===== src/mas_pkg.sv =====
// Shared types, constants and helpers for the motion alarm controller.
// No dependencies; used by mas_core and motion_alarm_state_machine.
package mas_pkg;

    // Alarm modes as they appear in the result word.
    typedef enum logic [1:0] {
        MODE_IDLE      = 2'd0,
        MODE_WAITING   = 2'd1,
        MODE_VIGILANT  = 2'd2,
        MODE_TRIGGERED = 2'd3
    } mode_t;

    // Input request kinds carried on s_tuser.
    localparam logic REQ_FRAME = 1'b0;
    localparam logic REQ_RESET = 1'b1;

    // Configuration register indexes.
    localparam int unsigned CFG_ADDR_W = 3;
    localparam logic [CFG_ADDR_W-1:0] CFG_MOTION_THRESHOLD     = 3'd0;
    localparam logic [CFG_ADDR_W-1:0] CFG_STABLE_FRAMES_NEEDED = 3'd1;
    localparam logic [CFG_ADDR_W-1:0] CFG_STABLE_WINDOW_US     = 3'd2;
    localparam logic [CFG_ADDR_W-1:0] CFG_PRE_DELAY_S          = 3'd3;
    localparam logic [CFG_ADDR_W-1:0] CFG_POST_DELAY_S         = 3'd4;
    localparam logic [CFG_ADDR_W-1:0] CFG_MIN_TRIGGER_S        = 3'd5;
    localparam logic [CFG_ADDR_W-1:0] CFG_MAX_TRIGGER_S        = 3'd6;

    // Field widths.
    localparam int unsigned SEC_W   = 32;
    localparam int unsigned US_W    = 48;
    localparam int unsigned LEVEL_W = 24;
    localparam int unsigned TALLY_W = 8;
    localparam int unsigned DELAY_W = 16;
    localparam int unsigned CFG_DATA_W = 32;

    // Configuration register set.
    typedef struct packed {
        logic [LEVEL_W-1:0] motion_threshold;
        logic [TALLY_W-1:0] stable_frames_needed;
        logic [31:0]        stable_window_us;
        logic [DELAY_W-1:0] pre_delay_s;
        logic [DELAY_W-1:0] post_delay_s;
        logic [DELAY_W-1:0] min_trigger_s;
        logic [DELAY_W-1:0] max_trigger_s;
    } cfg_t;

    // Values after reset.
    localparam cfg_t CFG_RESET = '{
        motion_threshold:     24'd1000,
        stable_frames_needed: 8'd3,
        stable_window_us:     32'd1000000,
        pre_delay_s:          16'd5,
        post_delay_s:         16'd5,
        min_trigger_s:        16'd5,
        max_trigger_s:        16'd60
    };

    // One result word.
    typedef struct packed {
        logic [SEC_W-1:0]   segment_end;
        logic [TALLY_W-1:0] stable_count;
        mode_t              mode;
    } result_t;

    // Seconds plus a delay, held at all ones on overflow.
    function automatic logic [SEC_W-1:0] sat_add(input logic [SEC_W-1:0] a,
                                                 input logic [DELAY_W-1:0] b);
        logic [SEC_W:0] sum;
        sum = {1'b0, a} + {{(SEC_W+1-DELAY_W){1'b0}}, b};
        return sum[SEC_W] ? {SEC_W{1'b1}} : sum[SEC_W-1:0];
    endfunction

endpackage


===== src/motion_alarm_state_machine.sv =====
// Motion alarm controller top level: stream ports, configuration registers,
// input and output registers. Depends on mas_pkg and mas_core.
//
// Usage: send one word per video frame on the s_ channel. s_tuser selects a
// frame evaluation (0) or a stream reset (1); s_tdata carries the seconds
// clock, the microsecond clock and the motion level. Each word yields exactly
// one result word on the m_ channel with the mode, the stable frame count and
// the current segment end second.
// A word is captured in the input register and evaluated there; its result is
// registered once the output register is free or being drained, and m_tvalid
// rises. Throughput: one word per cycle while m_tready stays high; the whole
// update of the alarm state is one pass of logic between the input register
// and the result register.
// Reset (aresetn low, synchronous) empties both registers, returns the alarm
// to idle with all time stamps cleared and loads the default configuration.
// When the receiver stalls, the result holds in the output register and the
// input register still takes one more word; s_tready drops after that.
// The user must write configuration via cfg_wr_en/cfg_addr/cfg_wr_data only
// while idle, which the block does not enforce; writes act on the next word.
module motion_alarm_state_machine (
    input  logic                              aclk,
    input  logic                              aresetn,
    input  logic                              cfg_wr_en,
    input  logic [mas_pkg::CFG_ADDR_W-1:0]    cfg_addr,
    input  logic [mas_pkg::CFG_DATA_W-1:0]    cfg_wr_data,
    input  logic                              s_tvalid,
    output logic                              s_tready,
    // [31:0] now_seconds, [79:32] now_micros, [103:80] motion_level
    input  logic [103:0]                      s_tdata,
    // [0] req_type
    input  logic [0:0]                        s_tuser,
    output logic                              m_tvalid,
    input  logic                              m_tready,
    // [1:0] mode, [9:2] stable_count, [41:10] segment_end, [47:42] zero
    output logic [47:0]                       m_tdata
);

    mas_pkg::cfg_t                cfg_reg;
    logic                         in_valid_reg;
    logic                         req_reg;
    logic [mas_pkg::SEC_W-1:0]    sec_reg;
    logic [mas_pkg::US_W-1:0]     us_reg;
    logic [mas_pkg::LEVEL_W-1:0]  level_reg;
    logic                         out_valid_reg;
    mas_pkg::result_t             out_reg;
    mas_pkg::result_t             result;
    logic                         step;

    // A word is evaluated when the output register is free or being drained.
    assign step     = in_valid_reg && (!out_valid_reg || m_tready);
    assign s_tready = !in_valid_reg || step;

    // Configuration registers.
    always_ff @(posedge aclk) begin
        if (!aresetn) begin
            cfg_reg <= mas_pkg::CFG_RESET;
        end else if (cfg_wr_en) begin
            case (cfg_addr)
                mas_pkg::CFG_MOTION_THRESHOLD:
                    cfg_reg.motion_threshold <= cfg_wr_data[mas_pkg::LEVEL_W-1:0];
                mas_pkg::CFG_STABLE_FRAMES_NEEDED:
                    cfg_reg.stable_frames_needed <= cfg_wr_data[mas_pkg::TALLY_W-1:0];
                mas_pkg::CFG_STABLE_WINDOW_US:
                    cfg_reg.stable_window_us <= cfg_wr_data;
                mas_pkg::CFG_PRE_DELAY_S:
                    cfg_reg.pre_delay_s <= cfg_wr_data[mas_pkg::DELAY_W-1:0];
                mas_pkg::CFG_POST_DELAY_S:
                    cfg_reg.post_delay_s <= cfg_wr_data[mas_pkg::DELAY_W-1:0];
                mas_pkg::CFG_MIN_TRIGGER_S:
                    cfg_reg.min_trigger_s <= cfg_wr_data[mas_pkg::DELAY_W-1:0];
                mas_pkg::CFG_MAX_TRIGGER_S:
                    cfg_reg.max_trigger_s <= cfg_wr_data[mas_pkg::DELAY_W-1:0];
                default: begin
                end
            endcase
        end
    end

    // Input register valid flag.
    always_ff @(posedge aclk) begin
        if (!aresetn) begin
            in_valid_reg <= 1'b0;
        end else if (s_tready) begin
            in_valid_reg <= s_tvalid;
        end
    end

    // Input register payload.
    always_ff @(posedge aclk) begin
        if (s_tvalid && s_tready) begin
            req_reg   <= s_tuser[0];
            sec_reg   <= s_tdata[31:0];
            us_reg    <= s_tdata[79:32];
            level_reg <= s_tdata[103:80];
        end
    end

    mas_core u_core (
        .aclk         (aclk),
        .aresetn      (aresetn),
        .step         (step),
        .req_type     (req_reg),
        .now_seconds  (sec_reg),
        .now_micros   (us_reg),
        .motion_level (level_reg),
        .cfg          (cfg_reg),
        .result       (result)
    );

    // Output register valid flag.
    always_ff @(posedge aclk) begin
        if (!aresetn) begin
            out_valid_reg <= 1'b0;
        end else if (step) begin
            out_valid_reg <= 1'b1;
        end else if (m_tready) begin
            out_valid_reg <= 1'b0;
        end
    end

    // Output register payload.
    always_ff @(posedge aclk) begin
        if (step) begin
            out_reg <= result;
        end
    end

    assign m_tvalid = out_valid_reg;
    assign m_tdata  = {6'b0, out_reg.segment_end, out_reg.stable_count, out_reg.mode};

endmodule


===== src/mas_core.sv =====
// Alarm state registers and the combinational update for one frame word.
// Depends on mas_pkg for the mode type, configuration struct and sat_add.
module mas_core (
    input  logic                        aclk,
    input  logic                        aresetn,
    input  logic                        step,
    input  logic                        req_type,
    input  logic [mas_pkg::SEC_W-1:0]   now_seconds,
    input  logic [mas_pkg::US_W-1:0]    now_micros,
    input  logic [mas_pkg::LEVEL_W-1:0] motion_level,
    input  mas_pkg::cfg_t               cfg,
    output mas_pkg::result_t            result
);

    mas_pkg::mode_t               mode_reg, mode_next;
    logic [mas_pkg::TALLY_W-1:0]  tally_reg, tally_next;
    logic [mas_pkg::US_W-1:0]     wstart_reg, wstart_next;
    logic [mas_pkg::SEC_W-1:0]    arm_reg, arm_next;
    logic [mas_pkg::SEC_W-1:0]    tstart_reg, tstart_next;
    logic [mas_pkg::SEC_W-1:0]    segend_reg, segend_next;

    logic                         moving;
    logic [mas_pkg::US_W-1:0]     elapsed;
    logic                         in_window;
    logic [mas_pkg::TALLY_W-1:0]  tally_inc;
    logic                         fire_alarm;
    logic [mas_pkg::SEC_W-1:0]    lim_min;
    logic [mas_pkg::SEC_W-1:0]    lim_max;
    logic [mas_pkg::SEC_W-1:0]    seg_limit;
    logic                         arm_passed;
    logic                         seg_over;

    // Shared conditions of the frame evaluation.
    always_comb begin
        moving     = motion_level > cfg.motion_threshold;
        // A fresh window starts at this frame, so the elapsed time is zero.
        elapsed    = (tally_reg == '0) ? '0 : (now_micros - wstart_reg);
        in_window  = elapsed < {{(mas_pkg::US_W-32){1'b0}}, cfg.stable_window_us};
        tally_inc  = (tally_reg == {mas_pkg::TALLY_W{1'b1}}) ? tally_reg
                                                             : tally_reg + mas_pkg::TALLY_W'(1);
        fire_alarm = tally_inc >= cfg.stable_frames_needed;
        lim_min    = mas_pkg::sat_add(now_seconds, cfg.min_trigger_s);
        lim_max    = mas_pkg::sat_add(tstart_reg, cfg.max_trigger_s);
        arm_passed = now_seconds > arm_reg;
        seg_over   = now_seconds > segend_reg;
    end

    // Segment end for a new trigger uses this frame as its start.
    always_comb begin
        logic [mas_pkg::SEC_W-1:0] cap;
        cap = (mode_reg == mas_pkg::MODE_VIGILANT)
            ? mas_pkg::sat_add(now_seconds, cfg.max_trigger_s) : lim_max;
        seg_limit = (lim_min < cap) ? lim_min : cap;
    end

    // Next mode.
    always_comb begin
        mode_next = mode_reg;
        if (req_type == mas_pkg::REQ_RESET) begin
            mode_next = mas_pkg::MODE_IDLE;
        end else begin
            case (mode_reg)
                mas_pkg::MODE_IDLE: begin
                    mode_next = mas_pkg::MODE_WAITING;
                end
                mas_pkg::MODE_WAITING: begin
                    if (arm_passed) mode_next = mas_pkg::MODE_VIGILANT;
                end
                mas_pkg::MODE_VIGILANT: begin
                    if (moving && in_window && fire_alarm)
                        mode_next = mas_pkg::MODE_TRIGGERED;
                end
                mas_pkg::MODE_TRIGGERED: begin
                    if (seg_over) mode_next = mas_pkg::MODE_WAITING;
                end
                default: begin
                    mode_next = mas_pkg::MODE_IDLE;
                end
            endcase
        end
    end

    // Next values of the counters and time stamps.
    always_comb begin
        tally_next  = tally_reg;
        wstart_next = wstart_reg;
        arm_next    = arm_reg;
        tstart_next = tstart_reg;
        segend_next = segend_reg;
        if (req_type == mas_pkg::REQ_RESET) begin
            tally_next  = '0;
            wstart_next = '0;
            arm_next    = '0;
            tstart_next = '0;
            segend_next = '0;
        end else begin
            case (mode_reg)
                mas_pkg::MODE_IDLE: begin
                    arm_next = mas_pkg::sat_add(now_seconds, cfg.pre_delay_s);
                end
                mas_pkg::MODE_WAITING: begin
                end
                mas_pkg::MODE_VIGILANT: begin
                    if (moving) begin
                        if (tally_reg == '0) wstart_next = now_micros;
                        if (!in_window) begin
                            wstart_next = '0;
                            segend_next = '0;
                            tally_next  = '0;
                        end else if (fire_alarm) begin
                            tally_next  = '0;
                            wstart_next = '0;
                            tstart_next = now_seconds;
                            segend_next = seg_limit;
                        end else begin
                            tally_next  = tally_inc;
                        end
                    end
                end
                mas_pkg::MODE_TRIGGERED: begin
                    if (seg_over) begin
                        arm_next = mas_pkg::sat_add(now_seconds, cfg.post_delay_s);
                    end else if (moving) begin
                        segend_next = seg_limit;
                    end
                end
                default: begin
                end
            endcase
        end
    end

    // Result word is the state after the step.
    always_comb begin
        result.mode         = mode_next;
        result.stable_count = tally_next;
        result.segment_end  = segend_next;
    end

    // State registers advance once per processed word.
    always_ff @(posedge aclk) begin
        if (!aresetn) begin
            mode_reg   <= mas_pkg::MODE_IDLE;
            tally_reg  <= '0;
            wstart_reg <= '0;
            arm_reg    <= '0;
            tstart_reg <= '0;
            segend_reg <= '0;
        end else if (step) begin
            mode_reg   <= mode_next;
            tally_reg  <= tally_next;
            wstart_reg <= wstart_next;
            arm_reg    <= arm_next;
            tstart_reg <= tstart_next;
            segend_reg <= segend_next;
        end
    end

endmodule


===== config.mk =====
export PLATFORM = sky130hd
export DESIGN_NAME = motion_alarm_state_machine
export DESIGN_NICKNAME = d
export VERILOG_FILES = /design/src/mas_pkg.sv /design/src/motion_alarm_state_machine.sv /design/src/mas_core.sv
export SDC_FILE = /design/constraint.sdc
export NUM_CORES = 1
export LEC_CHECK = 0
export BUFFER_PORTS_ARGS = -buffer_cell sky130_fd_sc_hd__buf_4
export CAP_MARGIN = 20
export CORE_ASPECT_RATIO = 1.1
export CORE_MARGIN = 3
export CORE_UTILIZATION = 30
export CTS_BUF_LIST = sky130_fd_sc_hd__clkbuf_2
export CTS_CLUSTER_SIZE = 14
export DETAILED_ROUTE_END_ITERATION = 10
export SETUP_SLACK_MARGIN = 0.05
export SLEW_MARGIN = 20
export SYNTH_ARGS = -nofsm -noshare
export SYNTH_HDL_FRONTEND = slang
export SYNTH_SLANG_ARGS = --single-unit

===== constraint.sdc =====
create_clock -name aclk -period 9.5 [get_ports aclk]
set_clock_uncertainty 0.05 [all_clocks]
set_input_delay 0.475 -clock aclk [delete_from_list [all_inputs] [get_ports aclk]]
set_output_delay 0.475 -clock aclk [all_outputs]
set_load 0.05 [all_outputs]

; After elaboration in Yosys (flattened, before gate mapping)
; Cells that the tools add are included.
[classes]
n_mux = 42
addsub = 7
n_reduce_logical = 27
n_lt_le_gt_ge = 6
n_eq_ne = 12
[ops]
columns = op, n
row1 = 32-bit 2-to-1 mux, 20
row2 = 48-bit 2-to-1 mux, 7
row3 = 32-bit by 16-bit adder with 33-bit output, 5
row4 = 32-bit one-hot mux with 2 select lines, 2
row5 = 32-bit greater-than comparator, 2
row6 = 48-bit by 32-bit < comparator with 1-bit output, 1
row7 = 8-bit 2-to-1 mux, 6
row8 = 48-bit subtractor, 1
row9 = 32-bit < comparator, 1
row10 = 24-bit greater-than comparator, 1
row11 = 2-bit AND reduction, 7
row12 = 2-bit nonzero test, 5
row13 = 3-bit == test (second input constant), 3
row14 = 8-bit by 1-bit adder with 8-bit output (second input constant), 1
row15 = 8-bit == test (second input constant), 1
row16 = 8-bit >= comparator, 1
row17 = 8-bit zero test, 1
row18 = 2-bit 2-to-1 mux, 4
row19 = 2-bit one-hot mux with 4 select lines, 1
row20 = 3-bit by 2-bit == test with 1-bit output (second input constant), 2
row21 = 5-bit AND reduction, 1
row22 = 2-bit == test (second input constant), 2
row23 = 1-bit logical AND, 4
row24 = 4-bit != test (second input constant), 1
row25 = 11 further kinds, 14
[word_totals]
register_bits = 431
inputBits = 145
output_inout_bits = 50

; Logic depth before layout (Yosys ltp)
; Gate-level depths: netlist (run 1).
[depth]
depth_word = 10
mapped_depth = 29
ltp_nobuf = 27

; Cells and area by module
; From an unflattened synthesis (run 1), not the netlist that was laid out.
[unflattened]
cells_unflattened = 3365
hier_area_um2 = 29036.6
[modules_own_cells]
columns = module, cells_each, area_each_um2, instances
row1 = mas_core, 2723, 19602.6, 1
row2 = motion_alarm_state_machine, 642, 9434.0, 1

; Least setup slack after synthesis (run 1)
; OpenSTA, ideal clock, no wires.
[synth_path]
path_kind = register -> register
start = register sec_reg[0] in the netlist's numbering
end = register out_reg, in the netlist m_tdata[21], data pin
slack_ps = 3949
arrival_time_ps = 5325
setup_time_ps = 176
required_time_ps = 9274
stages_incl_launch_ff = 23
n_path_buf = 4
synth_period_minus_slack_ps = 5551
path_cell_list = edfxtp_1 -> ha_1 -> fa_1 -> a211oi_1 -> o21a_1 -> o21ai_0 -> nor3b_1 -> o21ai_0 -> clkbuf_1 -> clkbuf_1 -> nand2_1 -> ha_1 -> nand4_1 -> or2_2 -> nor3_1 -> o211ai_1 -> and3_1 -> o211ai_1 -> a211o_1 -> clkbuf_1 -> buf_1 -> mux2_2 -> o32ai_1
[synth_rtl]
columns = element, line_no
row1 = start: declaration, motion_alarm_state_machine.sv:41  ; logic [mas_pkg::SEC_W-1:0] sec_reg;
row2 = start signal: assignment, motion_alarm_state_machine.sv:92  ; sec_reg <= s_tdata[31:0];
row3 = end signal: assignment, motion_alarm_state_machine.sv:124  ; out_reg <= result;
row4 = end: declaration, motion_alarm_state_machine.sv:45  ; mas_pkg::result_t out_reg;

; Worst setup path after layout (run 1)
[layout_path]
start = register us_reg[0] in the netlist's numbering
end = register u_core.segend_reg[18] in the netlist's numbering
[layout_via]
elab_chain_cells = 7
[layout_rtl]
columns = element, line_no
row1 = start: declaration, motion_alarm_state_machine.sv:42  ; logic [mas_pkg::US_W-1:0] us_reg;
row2 = start signal: assignment, motion_alarm_state_machine.sv:93  ; us_reg <= s_tdata[79:32];
row3 = 48-bit subtractor, mas_core.sv:37  ; elapsed = (tally_reg == '0) ? '0 : (now_micros - wstart_reg);
row4 = 48-bit 2-to-1 mux, mas_core.sv:37
row5 = 48-bit by 32-bit < comparator with 1-bit output, mas_core.sv:38  ; in_window = elapsed < {{(mas_pkg::US_W-32){1'b0}}, cfg.stable_window_us};
row6 = 32-bit 2-to-1 mux, mas_core.sv:106  ; if (!in_window) begin
row7 = 32-bit 2-to-1 mux, mas_core.sv:104  ; if (moving) begin
row8 = 32-bit one-hot mux with 2 select lines, mas_core.sv:97  ; case (mode_reg)
row9 = 32-bit 2-to-1 mux, mas_core.sv:90  ; if (req_type == mas_pkg::REQ_RESET) begin
row10 = end signal: assignment, mas_core.sv:155  ; segend_reg <= segend_next;
row11 = end: declaration, mas_core.sv:20  ; logic [mas_pkg::SEC_W-1:0] segend_reg, segend_next;
; Every way passes these cells.
; A chain may end at the register's enable or synchronous reset.

==> results of run 1 <==
==> critical path, delay by kind of cell, from the launching register on <==
family / cells / cell delay (ns)
flops: 1 / 0.40
xor+xnor: 1 / 0.16
buf+inv: 2 / 0.12
fa+ha+maj: 3 / 0.76
simple gates: 6 / 1.70
compound gates: 12 / 3.65
==> power groups by stage <==
| stage | clock, uW | combinational [uW] | sequential [uW] |
|---|---|---|---|
| after floorplan | 0 | 430 | 2050 |
| after global placement | 0 | 660 | 2060 |
| after detailed placement | 0 | 665 | 2060 |
| after CTS | 1530 | 770 | 2020 |
| after global routing | 1640 | 855 | 2020 |
| final | 1470 | 779 | 2020 |
==> cells in the mapped netlist, types with 9 or more instances <==
master | count | share of area [%]
and2_1 | 15 | 0.33
o21ai_1 | 10 | 0.17
xor2_1 | 57 | 1.7
o211ai_1 | 41 | 1.1
o32ai_1 | 14 | 0.43
a32o_1 | 50 | 1.7
nor2b_1 | 53 | 1.2
o21a_1 | 56 | 1.5
o31ai_1 | 12 | 0.31
clkbuf_1 | 134 | 1.8
xnor2_1 | 97 | 3.0
a21boi_0 | 110 | 2.9
a32oi_1 | 14 | 0.43
a21oi_1 | 186 | 3.2
o2bb2ai_1 | 19 | 0.58
a21o_1 | 93 | 2.4
nand2b_1 | 38 | 0.83
a22o_1 | 37 | 1.1
o21ai_0 | 129 | 2.2
o22ai_1 | 40 | 0.87
nand2_1 | 444 | 5.8
dfxtp_1 | 284 | 20
or2_2 | 17 | 0.37
o31a_1 | 15 | 0.46
nand3_1 | 67 | 1.2
a211oi_1 | 49 | 1.3
edfxtp_1 | 147 | 15
inv_1 | 228 | 3.0
nor3_1 | 42 | 0.73
a2111oi_0 | 9 | 0.27
nor2_1 | 177 | 2.3
nor4_1 | 12 | 0.26
o21bai_1 | 25 | 0.65
nand4_1 | 68 | 1.5
buf_2 | 12 | 0.21
a221oi_1 | 24 | 0.73
a211o_1 | 10 | 0.31
a31oi_1 | 30 | 0.65
ha_1 | 287 | 13
and3_1 | 17 | 0.37
==> cell type report <==
class | instances | area share, %
Multi-Input combinational cell | 2489 | 47.60
Sequential cell | 431 | 28.08
Timing Repair Buffer | 565 | 14.23
Tap cell | 1260 | 4.383
Inverter | 229 | 2.390
Clock buffer | 170 | 2.366
Clock inverter | 53 | 0.9393
Antenna cell | 2 | 0.01391
==> stage by stage <==
| stage | utilization [%] | setup slack, ns | instance area, sq um | std cells | power [uW] |
|---|---|---|---|---|---|
| finish | 38.06 | 2.552 | 35970 | 5199 | 4268 |
| global route | 38.06 | 1.773 | 35960 | 5198 | 4513 |
| CTS | 38.05 | 2.532 | 35960 | 5197 | 4314 |
| detailed placement | 33.15 | 2.591 | 31330 | 4630 | 2724 |
| global placement | 33.14 | 2.663 | 31320 | 4629 | 2719 |
| floorplan | - | 3.949 | 28720 | 3312 | 2483 |
==> cell families (layout without fill, tap and decap cells) <==
family	Yosys count	count (layout)	synth area share, %
AND/OR/NAND/NOR	994	994	16.14
flip-flops	431	431	35.19
adder cells (fa/ha/maj)	293	293	12.93
multiplexers	10	10	0.3749
other	1	8	0.01307
AO/OA/AOI/OAI	1032	1032	25.31
buffers and inverters	392	1017	5.345
XOR/XNOR	154	154	4.699
==> placed cells by master (no fill, tap or decap), drive strengths merged, types with 15 or more instances in the layout <==
master	count
a211oi	49
a21boi	111
a21o	93
a21oi	188
a221oi	24
a22o	37
a31oi	30
a32o	50
and2	16
and3	17
buf	221
clkbuf	170
clkinv	46
dfxtp	284
dlygate4sd3	344
edfxtp	147
ha	287
inv	230
nand2	444
nand2b	38
nand3	67
nand4	68
nor2	177
nor2b	53
nor3	43
o211ai	41
o21a	56
o21ai	140
o21bai	25
o22ai	40
o2bb2ai	19
o31a	15
or2	18
xnor2	97
xor2	57
==> worst max-delay path by stage <==
stage                                    endpoint  slack [ns]  cells after the start
6_report       u_core.segend_reg[18]$_SDFFE_PN0P_        2.55                     24
2_1_floorplan               m_tdata[21]$_DFFE_PP_        3.95                     22
3_3_place_gp   u_core.segend_reg[24]$_SDFFE_PN0P_        2.66                     24
3_5_place_dp   u_core.segend_reg[22]$_SDFFE_PN0P_        2.59                     24
4_1_cts        u_core.segend_reg[22]$_SDFFE_PN0P_        2.53                     24
5_1_grt        u_core.segend_reg[18]$_SDFFE_PN0P_        1.77                     24
==> routing by layer <==
layer | GRT usage (%) | vias to the layer above
met3 | 2.897 | 226
met4 | 8.776 | 0
met1 | 23.47 | 12790
li1 | - | 13230
met5 | 0 | -
met2 | 34.62 | 776
==> repair_timing <==
action,4_1_cts,5_1_grt
endpoints found under the hold margin,321,0
buffers inserted,0,0
hold buffers,344,0
setup endpoints to repair,0,0
==> reports/qor.tcl, run 1 <==
set qor(finalWirelength_microns) 99430
set qor(critPathMaxStageDelay_ns) 0.93
set qor(multiInputGateArea_sq_um) 17120
set qor(die-area_sq_um) 99420
set qor(ys_ff_latch) 431
set qor(max_slew_margin_pct) 26.69
set qor(cap_viol_max_count) 0
set qor(placeableCoreArea_sq_um) 94490
set qor(first_pass_grt_wire_length_microns) 153000
set qor(worst_path_max_delay_cell) {nand3_1}
set qor(cts.sinks) 431
set qor(rows) 118
set qor(cts_resized) 0
set qor(floorplan.die.width_microns) 300.9
set qor(count_of_synthesis_stage_warnings_from_yosys) 0
set qor(first_iter_violations) 1840
set qor(fin_crit_sh_pct) 73.14
set qor(cp-start-kind) {register}
set qor(reg2reg_depth) 24
set qor(holdPathEnd) {cfg_reg[96]$_SDFFE_PN1P_}
set qor(p_clk_share_pct) 34.5
set qor(layout.area.seq_sq_um) 10100
set qor(power.share.sequential_pct) 47.3
set qor(syn_avg_cell_area_sq_um) 8.679
set qor(seq_area_frac_synth_pct) 35.19
set qor(hold_slack_ns) 0.2863
set qor(share_of_layout_cells_above_drive_strength_1_pct) 11.71
set qor(largest_net_degree_at_the_start_of_global_routing) 144
set qor(synth_cell_types) 91
set qor(post_synth_inst_count) 3307
set qor(synth_async_sr_flop_share_pct) 0
set qor(post_synth_design_cell_area_sq_um) 28700
set qor(max_slew.worst_pin.slew_ns) 1.100
set qor(synthFlopType) {dfxtp_1}
set qor(setup.worst_path.end_class) {register}
set qor(hold_path_depth) 3
set qor(irDropWorstVdd_uv) 172.3
set qor(max_clock_freq_mhz) 143.9
set qor(initial_core_util_pct) 30.37
set qor(grt_overflow) 0
set qor(startpoint_of_the_lowest_slack_register_to_register_path) {us_reg[0]$_DFFE_PP_}
set qor(cts_buffer_count) 118
set qor(ant_nets) 0
set qor(setup_viol_count_final) 0
set qor(met1_length_microns) 41780
set qor(crit_fanout) 22
set qor(design.portCount) 195
set qor(period_needed_ns) 6.948
set qor(tritoncts) {done}
set qor(area_growth_pct) 25.31
set qor(reg2reg_to) {u_core.segend_reg[18]$_SDFFE_PN0P_}
set qor(intPower_uw) 2907
set qor(timing_max_transition_violations_final) 0
set qor(initial_antenna_violation_count) 2
set qor(final-hold-violation-count) 0
set qor(critical_path_at_ns) 8.00
set qor(pwr-share-comb_pct) 18.3
set qor(power_leakage_uw) 0.01418
set qor(min-delay-path-class) {in -> reg}
set qor(wl_per_cell_microns) 19.13
set qor(cts.root.buffer_cell) {clkbuf_2}
set qor(met3WireLength_microns) 4677
set qor(hold_start) {aresetn}
set qor(cts_htree_levels) 3
set qor(clock_insertion_delay_worst_skew_ns) 1.27
set qor(num-fill-cells) 9629
set qor(drc_errors) 0
set qor(cts.path.max_buffers) 3
set qor(synth_edf_count) 147
set qor(reg2reg_setup_slack_ns) 2.55
set qor(drtPass1Iterations) 6
set qor(num-nets-final) 4272
set qor(critical_path.startpoint) {us_reg[0]$_DFFE_PP_}
set qor(first_global_vias) 26810
set qor(power_switching_share_pct) 31.89
set qor(hpwl_microns) 70790
set qor(cp_cell_sequence) {inv_1, ha_1, inv_1, fa_1, a211oi_1, o21ai_1, a21oi_2, or2_2, nand2_1, a21oi_1, xor2_1, nor2_1, ha_1, a21o_1, a21o_1, a2111oi_0, o21ai_0, a221oi_1, o211ai_1, nor4_1, nand2b_1, o31ai_4, nand3_1, o22ai_1}
set qor(netSwitchingPower_uw) 1361
set qor(total_of_buffers_placed_on_input_and_output_ports) 188
set qor(detail_route.vias_per_cell) 5.197
set qor(route.met2.wl_microns) 48730
set qor(routed.top_layer) {met4}
set qor(p_per_cell_area_nw_per_um2) 118.7
set qor(dieHeight_microns) 330.4
set qor(max_reg_flops) 128
set qor(rsz_0062_raised_after_global_routing) {no}
set qor(run_status) {completed}
set qor(gp_routability_congestion) 0.9348
set qor(setup_total_negative_slack_ns) 0
set qor(timing.setup.critical_path_class) {reg -> reg}
set qor(route.vias.total) 27020
set qor(clkTransAtPathRegs_ns) 0.11
set qor(crit_required_ns) 10.55
set qor(global_route.usage.total_pct) 19.59
Power figures use the tool's default switching activity.
==> inputs of run 2 (changes only) <==
clock period = 6.5 ns   (was 9.5 ns; I/O delays follow)
==> run 2 against run 1 <==
Compared with the run above: final cell count rose by 0.67%; register-to-register slack lost 2.1 ns; clock power grew 49%; highest routed layer unchanged.
==> reports/qor.tcl, run 2 (synthesized netlist as in run 1, its figures left out) <==
set qor(run_status) {completed}
set qor(cap_viol_max_count) 0
set qor(grt_overflow) 0
set qor(mostFrequentLayoutCell) {nand2_1}
set qor(max_slew.worst_pin.slew_ns) 1.030
set qor(area_growth_pct) 26.04
set qor(first_pass_grt_wire_length_microns) 155000
set qor(multiInputGateArea_sq_um) 17200
set qor(floorplan.die.width_microns) 300.9
set qor(ant_nets) 0
set qor(final-hold-violation-count) 0
set qor(die-area_sq_um) 99420
set qor(timing_max_transition_violations_final) 0
set qor(clkTransAtPathRegs_ns) 0.11
set qor(wl_per_cell_microns) 19.33
set qor(setup.worst_path.end_class) {register}
set qor(timing.critical_path.mode_cell) {a211oi_1}
set qor(reg2reg_setup_slack_ns) 0.44
set qor(first_iter_violations) 2020
set qor(timing.setup.critical_path_class) {reg -> reg}
set qor(max_reg_flops) 128
set qor(irDropWorstVdd_uv) 143.1
set qor(period_needed_ns) 6.065
set qor(hold_path_depth) 6
set qor(dpl.cell_count) 4676
set qor(holdPathEnd) {cfg_reg[7]$_SDFFE_PN0P_}
set qor(instances_no_fill) 5234
set qor(worst_path_max_delay_cell) {edfxtp_1}
set qor(layout.area.seq_sq_um) 10100
set qor(max_clock_freq_mhz) 164.9
set qor(total_of_buffers_placed_on_input_and_output_ports) 188
set qor(num-nets-final) 4309
set qor(p_per_cell_area_nw_per_um2) 174.1
set qor(placeableCoreArea_sq_um) 94490
set qor(clock_insertion_delay_worst_skew_ns) 1.35
set qor(min-delay-path-class) {in -> reg}
set qor(num-fill-cells) 9664
set qor(dieHeight_microns) 330.4
set qor(gp_routability_congestion) 0.9453
set qor(first_global_vias) 27100
set qor(startpoint_of_the_lowest_slack_register_to_register_path) {sec_reg[0]$_DFFE_PP_}
set qor(initial_antenna_violation_count) 3
set qor(power_leakage_uw) 0.01435
set qor(hpwl_microns) 73340
set qor(cts.path.max_buffers) 3
set qor(tritoncts) {done}
set qor(hold_slack_ns) 0.1963
set qor(rsz_0062_raised_after_global_routing) {no}
set qor(cp_cell_sequence) {ha_1, fa_1, a211oi_1, o21a_1, nor3_1, buf_4, a211oi_1, nor2_1, buf_4, o22ai_1, ha_1, a21o_1, a21oi_1, o22ai_1, o211ai_1, and3_1, o211ai_1, a211o_2, inv_2, a211oi_1, buf_4, o21a_1, a211oi_1}
set qor(fin_crit_sh_pct) 93.30
set qor(cts.root.buffer_cell) {clkbuf_2}
set qor(route.vias.total) 27210
set qor(cts.sinks) 431
set qor(max_slew_margin_pct) 30.61
set qor(detail_route.vias_per_cell) 5.199
set qor(critPathMaxStageDelay_ns) 0.53
set qor(critical_path_at_ns) 7.06
set qor(drc_errors) 0
set qor(rows) 118
set qor(setup_total_negative_slack_ns) 0
set qor(reg2reg_to) {m_tdata[34]$_DFFE_PP_}
set qor(final_cell_mix) {444 x nand2_1, 318 x dlygate4sd3_1, 287 x ha_1}
set qor(crit_fanout) 27
set qor(largest_net_degree_at_the_start_of_global_routing) 87
set qor(setup_viol_count_final) 0
set qor(design.portCount) 195
set qor(reg2reg_depth) 23
set qor(share_of_layout_cells_above_drive_strength_1_pct) 13.52
set qor(global_route.usage.total_pct) 20.03
set qor(crit_required_ns) 7.50
set qor(initial_core_util_pct) 30.37
set qor(hold_start) {cfg_addr[1]}
set qor(cts_buffer_count) 130
set qor(cp-start-kind) {register}
set qor(cts_htree_levels) 4
set qor(finalWirelength_microns) 101200
set qor(drtPass1Iterations) 6
-- run 2: changes by cell type in the layout (fill, tap and decap cells not counted), moves of 3 or more --
cell and delta:
clkinv_2 -7, nor2_2 +4, dlygate4sd3_1 -26, inv_2 +3
nor2_1 -4, clkbuf_2 +16, buf_4 +50
-- run 2: cell type report --
class                      count  share of cell area, %
antenna                        3                0.02075
tap                         1260                  4.358
inverter                     229                  2.376
timing repair buffer         590                  14.47
sequential                   431                  27.92
clock inverter                46                 0.7436
clock buffer                 186                  2.573
multi-input combinational   2489                  47.54
-- run 2: repair_timing --
| action | CTS | global route |
|---|---|---|
| setup endpoints to repair | 0 | 146 |
| hold buffers | 318 | 0 |
| hold endpoints to repair | 441 | 0 |
| resized for setup | 0 | 20 |
| buffers inserted | 0 | 5 |
-- run 2: how the worst max path moves through the flow --
stage	from	end	slack, ns	depth (start not counted)
CTS	cfg_reg[3]$_SDFFE_PN1P_	m_tdata[34]$_DFFE_PP_	0.21	22
global route	sec_reg[4]$_DFFE_PP_	m_tdata[34]$_DFFE_PP_	0.1	24
floorplan	sec_reg[0]$_DFFE_PP_	m_tdata[21]$_DFFE_PP_	0.95	22
finish	sec_reg[0]$_DFFE_PP_	m_tdata[34]$_DFFE_PP_	0.44	23
detailed placement	us_reg[0]$_DFFE_PP_	u_core.segend_reg[14]$_SDFFE_PN0P_	0.38	25
global placement	cfg_reg[1]$_SDFFE_PN0P_	m_tdata[34]$_DFFE_PP_	0.44	24
-- run 2: per-stage QoR --
| stage | power [uW] | utilization, % | cell area (sq um) | worst slack, ns |
|---|---|---|---|---|
| 6_report | 6299 | 38.29 | 36180 | 0.4353 |
| 5_1_grt | 6658 | 38.28 | 36170 | 0.09750 |
| 4_1_cts | 6385 | 38.14 | 36040 | 0.2129 |
| 3_5_place_dp | 4006 | 33.51 | 31660 | 0.3768 |
| 3_3_place_gp | 4002 | 33.49 | 31650 | 0.4444 |
| 2_1_floorplan | 3629 | - | 28720 | 0.9491 |
-- run 2: power by group --
part           switching [uW]  internal [uW]  leakage [uW]
clock network            1300            894      0.000912
registers                69.0           2860       0.00373
logic                     663            514       0.00971
-- run 2: critical path: cells and delay by family (launching register included) --
family | cells | cell delay (ns)
fa+ha+maj | 3 | 1.06
buf+inv | 4 | 0.96
flops | 1 | 0.53
simple gates | 3 | 0.36
compound gates | 13 | 2.80
-- run 2: layer usage --
metal / part of all wire (%) / global-route usage, % / vias up
met5: 0 / 0 / -
met4: 4.6 / 10.11 / 0
met3: 5.3 / 3.513 / 242
met2: 49 / 35.24 / 865
met1: 41 / 23.37 / 12800
li1: - / - / 13300
==> inputs of run 3 (changes only) <==
CELL_PAD_IN_SITES_DETAIL_PLACEMENT = 1   (was default)
CELL_PAD_IN_SITES_GLOBAL_PLACEMENT = 2   (was default)
PLACE_DENSITY_LB_ADDON = 0.1   (was default)
SETUP_SLACK_MARGIN = 0.4   (was 0.05)
==> run 3 against run 2 <==
Compared with the run above: sequential power barely moved; flip-flop and latch count did not move; hold slack better by 0.074 ns; sequential share of layout area is 1.6 points lower; total power rose by 6.1%; maximum frequency up 4.0%; non-clock buffer count rose by 211; largest cell class unchanged; utilization grew 2.3 points; critical path depth rose by 5; critical endpoint is now m_tdata[23]$_DFFE_PP_; register-to-register slack better by 0.23 ns.
==> reports/qor.tcl, run 3 (synthesized netlist as in run 1, its figures left out) <==
set qor(run_status) {completed}
set qor(area_growth_pct) 33.72
set qor(setup_total_negative_slack_ns) 0
set qor(gp_routability_congestion) 0.9158
set qor(final-hold-violation-count) 0
set qor(final_cell_mix) {444 x nand2_1, 440 x dlygate4sd3_1, 352 x buf_4}
set qor(drc_errors) 0
set qor(reg2reg_depth) 28
set qor(num-nets-final) 4521
set qor(wl_per_cell_microns) 23.67
set qor(first_global_vias) 31320
set qor(max_clock_freq_mhz) 171.5
set qor(first_pass_grt_wire_length_microns) 193300
set qor(ant_nets) 0
set qor(die-area_sq_um) 99420
set qor(timing.critical_path.mode_cell) {buf_4}
set qor(cts.root.buffer_cell) {clkbuf_2}
set qor(initial_core_util_pct) 30.37
set qor(detail_route.vias_per_cell) 5.300
set qor(setup.worst_path.end_class) {register}
set qor(share_of_layout_cells_above_drive_strength_1_pct) 15.76
set qor(crit_fanout) 9
set qor(setup_viol_count_final) 0
set qor(cts_htree_levels) 4
set qor(timing.setup.critical_path_class) {reg -> reg}
set qor(dieHeight_microns) 330.4
set qor(startpoint_of_the_lowest_slack_register_to_register_path) {sec_reg[6]$_DFFE_PP_}
set qor(global_route.usage.total_pct) 25.62
set qor(floorplan.die.width_microns) 300.9
set qor(cp-start-kind) {register}
set qor(crit_family) {compound AO/OA/AOI/OAI gates}
set qor(drtPass1Iterations) 5
set qor(cts_buffer_count) 130
set qor(fin_crit_sh_pct) 89.69
set qor(period_needed_ns) 5.830
set qor(max_reg_flops) 128
set qor(reg2reg_to) {m_tdata[23]$_DFFE_PP_}
set qor(clkTransAtPathRegs_ns) 0.13
set qor(tritoncts) {done}
set qor(cts.sinks) 431
set qor(timing_max_transition_violations_final) 0
set qor(critPathMaxStageDelay_ns) 0.42
set qor(rsz_0062_raised_after_global_routing) {yes}
set qor(grt_overflow) 0
set qor(power_leakage_uw) 0.01541
set qor(rows) 118
set qor(placeableCoreArea_sq_um) 94490
set qor(cap_viol_max_count) 0
set qor(route.vias.total) 28860
set qor(initial_antenna_violation_count) 4
set qor(design.portCount) 195
set qor(worst_path_max_delay_cell) {edfxtp_1}
set qor(min-delay-path-class) {in -> reg}
set qor(holdPathEnd) {sec_reg[2]$_DFFE_PP_}
set qor(irDropWorstVdd_uv) 129.4
set qor(clock_insertion_delay_worst_skew_ns) 1.43
set qor(hold_start) {s_tdata[2]}
set qor(max_slew_margin_pct) 27.28
set qor(placement.setup.worst_slack_ns) 0.1623
set qor(finalWorstSetupSlack_ns) 0.6703
set qor(first_iter_violations) 1354
set qor(largest_net_degree_at_the_start_of_global_routing) 81
set qor(hold_path_depth) 3
set qor(crit_required_ns) 7.52
set qor(critical_path_at_ns) 6.84
set qor(total_power_uw) 6684
set qor(reg2reg_setup_slack_ns) 0.67
set qor(finalWirelength_microns) 128900
set qor(p_per_cell_area_nw_per_um2) 174.2
set qor(hpwl_microns) 90580
set qor(max_slew.worst_pin.slew_ns) 1.087
set qor(total_of_buffers_placed_on_input_and_output_ports) 188
set qor(mostFrequentLayoutCell) {nand2_1}
set qor(cts.path.max_buffers) 3
set qor(worstPathBufferInverterCount) 8
==> run 3: repair_timing <==
| item | in CTS | in global routing |
|---|---|---|
| resized for setup | 17 | 46 |
| hold buffers | 442 | 0 |
| setup endpoints to repair | 93 | 160 |
| setup buffers | 1 | 14 |
| gates cloned | 0 | 1 |
| pin swaps | 1 | 10 |
| endpoints found under the hold margin | 467 | 0 |
==> run 3: layout make-up <==
class | instances | area [sq um]
fillers | 11070 | 56110
multi-input cells | 2490 | 17360
flip-flops and latches | 431 | 10100
repair buffers | 801 | 7181
well taps | 1260 | 1577
clock buffers | 186 | 930.9
inverters | 229 | 867.1
clock inverters | 44 | 351.6
diodes | 4 | 10.01
==> run 3: worst max-delay path by stage <==
stage                    startpoint                            endpoint  slack (ns)  depth (start not counted)
4_1_cts         us_reg[0]$_DFFE_PP_               m_tdata[15]$_DFFE_PP_        0.40                         24
3_3_place_gp   sec_reg[6]$_DFFE_PP_               m_tdata[13]$_DFFE_PP_        0.19                         27
2_1_floorplan  sec_reg[0]$_DFFE_PP_               m_tdata[21]$_DFFE_PP_        0.95                         22
3_5_place_dp   sec_reg[1]$_DFFE_PP_               m_tdata[13]$_DFFE_PP_        0.16                         25
5_1_grt        sec_reg[1]$_DFFE_PP_  u_core.segend_reg[22]$_SDFFE_PN0P_        0.38                         28
6_report       sec_reg[6]$_DFFE_PP_               m_tdata[23]$_DFFE_PP_        0.67                         28
==> run 3: layer usage <==
metal / vias to the layer above / track usage, % / part of all wire [%]
li1: 13690 / - / -
met4: 2 / 8.014 / 2.7
met3: 188 / 3.363 / 3.2
met1: 14410 / 30.04 / 42
met2: 572 / 48.06 / 52
met5: - / 0 / 0.015
==> run 3: tightest hold or removal path, cell delays in order <==
cell and delay, ns:
dlygate4sd3_1 0.54, buf_4 0.12, dlygate4sd3_1 0.59
==> run 3: report_power, final <==
part / total, uW / leakage (uW) / internal (uW) / switching [uW]
clock: 2390 / 0.000938 / 1010 / 1380
sequential: 2930 / 0.00373 / 2860 / 64.2
combinational: 1360 / 0.0107 / 598 / 766
==> run 3: per-stage QoR <==
step	hold WS [ns]	cell area [sq um]	cells	util, %
2_1_floorplan	0.3739	28720	3312	-
3_3_place_gp	0.3885	32260	4752	34.14
3_5_place_dp	0.3951	32270	4753	34.15
4_1_cts	0.004255	38070	5426	40.29
5_1_grt	0.1368	38380	5445	40.62
6_report	0.2703	38380	5445	40.62
